==> src/hw/rtl/smh_pkg.sv <==
// Shared types, codes and widths for the sieve min-heap block.
package smh_pkg;

   localparam int unsigned DEFAULT_CAPACITY = 1024;
   localparam int unsigned PRIME_W = 32;
   localparam int unsigned MULT_W = 64;
   localparam int unsigned COUNT_OUT_W = 11;
   localparam int unsigned STATUS_W = 2;

   localparam logic FUNC_INSERT = 1'b0;
   localparam logic FUNC_ADVANCE = 1'b1;

   localparam logic [STATUS_W-1:0] STATUS_OK = 2'd0;
   localparam logic [STATUS_W-1:0] STATUS_FULL = 2'd1;
   localparam logic [STATUS_W-1:0] STATUS_EMPTY = 2'd2;
   localparam logic [STATUS_W-1:0] STATUS_OVERFLOW = 2'd3;

   typedef enum logic {
      ALU_ADD,
      ALU_SUB
   } alu_op_type;

   typedef struct packed {
      logic [PRIME_W-1:0] prime;
      logic [MULT_W-1:0] mult;
   } entry_type;

endpackage

==> src/hw/rtl/smh_alu.sv <==
// Shared 64-bit adder that serves both the multiple step and every key compare.
module smh_alu import smh_pkg::*; (
   input  logic [MULT_W-1:0] a,
   input  logic [MULT_W-1:0] b,
   input  alu_op_type        op,
   output logic [MULT_W-1:0] result,
   output logic              carry,
   output logic              lt
);

   logic [MULT_W-1:0] b_eff;
   logic              carry_in;
   logic [MULT_W:0]   total;

   always_comb begin
      unique case (op)
         ALU_ADD: begin
            b_eff = b;
            carry_in = 1'b0;
         end
         ALU_SUB: begin
            b_eff = ~b;
            carry_in = 1'b1;
         end
         default: begin
            b_eff = b;
            carry_in = 1'b0;
         end
      endcase
   end

   assign total = {1'b0, a} + {1'b0, b_eff} + {{MULT_W{1'b0}}, carry_in};
   assign result = total[MULT_W-1:0];
   assign carry = total[MULT_W];
   // A subtract without carry out means a borrow, so a is below b.
   assign lt = (op == ALU_SUB) && !total[MULT_W];

endmodule

==> config.mk <==
export PLATFORM = sky130hd
export DESIGN_NAME = smh_alu
export DESIGN_NICKNAME = d
export VERILOG_FILES = /design/src/hw/rtl/smh_pkg.sv /design/src/hw/rtl/smh_alu.sv
export SDC_FILE = /design/constraint.sdc
export NUM_CORES = 1
export LEC_CHECK = 0
export BUFFER_PORTS_ARGS = -buffer_cell sky130_fd_sc_hd__buf_2
export CORE_ASPECT_RATIO = 0.8
export CORE_MARGIN = 10
export CORE_UTILIZATION = 35
export DETAILED_ROUTE_END_ITERATION = 10
export PLACE_DENSITY_LB_ADDON = 0.12
export SETUP_SLACK_MARGIN = 0.1
export SYNTH_ARGS = -nofsm -noshare
export SYNTH_HDL_FRONTEND = slang
export SYNTH_SLANG_ARGS = --single-unit
==> constraint.sdc <==
create_clock -name vclk -period 4.95
set_clock_uncertainty 0.2 [all_clocks]
set_input_delay 0.7425 -clock vclk [all_inputs]
set_output_delay 0.7425 -clock vclk [all_outputs]
set_load 0.02 [all_outputs]
After elaboration in Yosys (flattened, before gate mapping)
Cells that the tools add are included.

word-level totals
  register bits after elaboration = 0
  input port bits = 129
  output and inout bits = 66
  logic and storage cells = 8

operators by class
  add/subtract/negate cells = 2
  muxes and demuxes = 2
  bitwise operators = 2
  reduce and logical (&&, ||, !) cells = 2

operators with widths
  kind               count
  $pmux 64 s2        1
  $add 64x64->65     1
  $add 65x1->65      1
  $not 64->64        1
  $pmux 1 s2         1
  $logic_and 1x1->1  1
  $logic_not 1->1    1
  $not 1->1          1

Depth between registers and ports, before layout
  depth in word-level cells = 6
  depth in mapped cells = 15
  gate-level depth less buffers = 13

Worst setup path after synthesis
No wires, ideal clock.

  path kind = input to output
  start point = input port op
  end point = output port result[62]
  arrival = 4.582 ns
  slack = -0.574 ns
  cell stages on the path = 14
  buffers on the path = 3
  path through = clkbuf_1 -> buf_1 -> xor2_1 -> ha_1 -> buf_6 -> a21o_1 -> o21bai_1 -> a221o_1 -> a221oi_4 -> a211oi_2 -> a311oi_2 -> a21oi_2 -> a221o_2 -> a311oi_1

between the ends
  word-level cells in the longest chain between the ends = 4

ends and longest elaborated chain
  element          RTL line       source
  from (decl)      smh_alu.sv:5   input alu_op_type op,
  $not 1->1        smh_alu.sv:16  unique case (op)
  $pmux 64 s2      smh_alu.sv:16
  $add 64x64->65   smh_alu.sv:32  assign total = {1'b0, a} + {1'b0, b_eff} + {{MULT_W{1'b0}}, carry_in};
  $add 65x1->65 *  smh_alu.sv:32
  to (decl)        smh_alu.sv:6   output logic [MULT_W-1:0] result,

Mark *: on every way between the ends. The rest lies on a longest branch, timed or not.

Final worst setup path
  start point = input port op
  end point = output port result[58]

Same word-level chain as after synthesis.

==> results.toml <==
[sta]
final.min_clock_period_ps = 4943
finalSetupViolations = 0
grt_setup_unrepaired = "yes"
timing.hold.ws_ps = 1583
final_hold_violation_count = 0
max_freq_ghz = 0.2023
finalMaxSlewViolations = 0
timing_worst_slew_pin_value_ps = 437.9
final.period_utilization = 0.9986
max_slew_margin = 0.7050

[layout]
stdcell_count = 1097
final.clkbuf_count = 0
drive_gt1_frac = 0.4259
sequential_cell_area_um2 = 0
final_area_mm2 = 0.006913
seq_cells = 0
finalCoreUtilization = 0.5642
nNetsFinal = 1120
area_added_between_synthesis_and_finish_pct = 57.14

[min_path]
min_path_type = "in -> out"
timing.hold.worst_path_depth = 3
holdCritStartpoint = "a[0]"
hold-path-endpoint = "result[0]"

[power]
internal_power_summed_over_all_cells_w = 0.0007199
totalPowerFinal_w = 0.001649
p_sw_frac = 0.5635
peakVddDrop_uv = 164.5
netSwitchingPower_w = 0.0009294
seq_power_share = 0
clock_power_share = 0
gate_power_share = 1.000
power_leakage_nw = 3.676
power.density_mw_per_mm2 = 238.6

[routing]
met2_wirelength_um = 8054
routedWlPerCell_um = 16.06
drt_pre_antenna_iters = 5
vias_per_cell = 5.167
drc = 0
drt-initial-drc-count = 242
routed.top_layer = "met4"
wirelength_um = 17620
wirelength_met1_um = 8459
antenna_violating_nets_post_route = 0
vias = 5668
met3RoutedLength_um = 1010

[logic_synthesis]
mappedNetlistArea_mm2 = 0.004399
synthDominantCellAreaShare = 0.1792
synth_area_leaders = "sky130_fd_sc_hd__ha_1 (18%), sky130_fd_sc_hd__xor2_1 (18%), sky130_fd_sc_hd__a21o_1 (8.2%)"
yosysSeqAreaShare = 0
netlist.top_cell.by_area = "sky130_fd_sc_hd__ha_1"
yosys.cell_types.count = 55
netlist_instances = 623
mean_cell_area_of_the_mapped_netlist_um2 = 7.061
mappedNetlistNets = 816
yosysWarningCount = 0

[placed_design]
place_inst = 1084
gp_routability_congestion = 0.9189
dp_hpwl_um = 14900
port_buffers = 195
placed_area_mm2 = 0.006507

[global_route]
grt_start_max_net_pins = 18
track_usage = 0.1775
grt_first_pass_wirelength_um = 27370
first_global_vias = 5658
grt_antenna_before_repair = 0
grt-ovfl-total = 0

[setup_path]
critical_path_required_ps = 4010
worst_setup_path_startpoint = "op"
worst-path-max-fanout = 5
critPathKind = "in -> out"
cp.arrival_ps = 4000
critical_path.startpoint_type = "input pin"
setup.worst_path.end_class = "primary output"

[floorplanning]
fp-row-count = 36
floorplan.die.width_um = 145.3
initial_utilization = 0.3591
io_pins = 195
chip_height_um = 120.3
die_area_mm2 = 0.01748
core_region_area_mm2 = 0.01225

[outcome]
outcome = "finished clean"

[clock_network]
cts.hold.buffers_added = 0

[job]
timing.max_cap.violations = 0
metrics by stage:
step | TNS [ps] | worst slack [ps]
after global placement | -840.4 | -140.0
after floorplan | 0 | 68.56
final | 0 | 6.809
after CTS | -3.843 | -3.843
after global routing | -444.9 | -133.3
after detailed placement | -1178 | -170.7
cell type report:
| class | instances | area (um^2) |
|---|---|---|
| tap | 171 | 214.0 |
| inverter | 26 | 97.59 |
| multi-input combinational | 558 | 4410 |
| timing repair buffer | 341 | 2188 |
| antenna | 1 | 2.502 |
| fill | 1231 | 5339 |
critical path, cell delays in order:
cell and delay, ps:
sky130_fd_sc_hd__buf_16 120, sky130_fd_sc_hd__buf_12 130, sky130_fd_sc_hd__xor2_1 150, sky130_fd_sc_hd__ha_1 320, sky130_fd_sc_hd__a2111o_1 400, sky130_fd_sc_hd__a21boi_2 170
sky130_fd_sc_hd__a211oi_2 220, sky130_fd_sc_hd__a21boi_2 250, sky130_fd_sc_hd__o31ai_2 90, sky130_fd_sc_hd__a311oi_2 290, sky130_fd_sc_hd__a21oi_2 120, sky130_fd_sc_hd__a221o_2 480
sky130_fd_sc_hd__a21boi_2 210, sky130_fd_sc_hd__xnor2_2 120, sky130_fd_sc_hd__buf_4 150
routing by layer:
| metal | track usage | vias up |
|---|---|---|
| met5 | 0 | - |
| met4 | 0.01072 | 0 |
| met3 | 0.02274 | 8 |
| met2 | 0.3038 | 184 |
| met1 | 0.2432 | 2597 |
| li1 | - | 2879 |
synth_stat cells, types with 3 or more instances:
| cell | n |
|---|---|
| sky130_fd_sc_hd__o211ai_1 | 3 |
| sky130_fd_sc_hd__nand2_1 | 42 |
| sky130_fd_sc_hd__a221oi_1 | 4 |
| sky130_fd_sc_hd__a2111o_1 | 3 |
| sky130_fd_sc_hd__o21bai_1 | 16 |
| sky130_fd_sc_hd__a21oi_1 | 71 |
| sky130_fd_sc_hd__nor2_1 | 26 |
| sky130_fd_sc_hd__o31ai_1 | 5 |
| sky130_fd_sc_hd__and3_1 | 7 |
| sky130_fd_sc_hd__nand3_1 | 6 |
| sky130_fd_sc_hd__nand4_1 | 25 |
| sky130_fd_sc_hd__xor2_1 | 90 |
| sky130_fd_sc_hd__a211oi_1 | 4 |
| sky130_fd_sc_hd__and2_1 | 7 |
| sky130_fd_sc_hd__nor2b_1 | 5 |
| sky130_fd_sc_hd__o21ai_0 | 37 |
| sky130_fd_sc_hd__ha_1 | 63 |
| sky130_fd_sc_hd__buf_1 | 6 |
| sky130_fd_sc_hd__and4_1 | 3 |
| sky130_fd_sc_hd__inv_1 | 26 |
| sky130_fd_sc_hd__a221o_1 | 4 |
| sky130_fd_sc_hd__clkbuf_1 | 28 |
| sky130_fd_sc_hd__o21a_1 | 5 |
| sky130_fd_sc_hd__nor3_1 | 6 |
| sky130_fd_sc_hd__a31oi_1 | 6 |
| sky130_fd_sc_hd__xnor2_1 | 35 |
| sky130_fd_sc_hd__nand2b_1 | 4 |
| sky130_fd_sc_hd__a21o_1 | 48 |
cells by family (layout without fill, tap and decap cells):
logic type	Yosys count	count (layout)	share of synthesized area
mux	1	1	0.002275
xor+xnor	125	125	0.2489
other cells	0	1	0
compound gates	227	227	0.3436
fa+ha+maj	64	64	0.1837
buf+inv	65	367	0.05972
simple gates	141	141	0.1618
power by group through the flow:
stage | logic [W] | clock network (W) | registers, W
after floorplan | 0.000953 | 0 | 0
after global placement | 0.00155 | 0 | 0
after detailed placement | 0.00155 | 0 | 0
after CTS | 0.00160 | 0 | 0
after global routing | 0.00178 | 0 | 0
final | 0.00165 | 0.0000000000270 | 0
layout by cell type (no fill, tap or decap), types with 26 or more instances in the layout:
master                      n
sky130_fd_sc_hd__a21o_1    48
sky130_fd_sc_hd__a21oi_1   62
sky130_fd_sc_hd__buf_2    186
sky130_fd_sc_hd__buf_4    147
sky130_fd_sc_hd__ha_1      60
sky130_fd_sc_hd__inv_1     26
sky130_fd_sc_hd__nand2_1   41
sky130_fd_sc_hd__nor2_1    26
sky130_fd_sc_hd__o21ai_0   30
sky130_fd_sc_hd__xnor2_1   33
sky130_fd_sc_hd__xor2_1    88
worst max-delay path by stage:
stage,to,slack [ps],depth (start not counted)
after CTS,result[58],-4,15
after global placement,lt,-140,16
after detailed placement,lt,-170,16
after global routing,result[58],-130,15
final,result[58],7,15
after floorplan,result[60],70,15
repair_timing:
item,CTS,global route
cloned,1,1
gates resized for setup,30,39
endpoints found under the setup margin,18,19
buffers inserted,5,5
pin swaps,16,20
No activity file was read; power rests on OpenSTA's default activity.
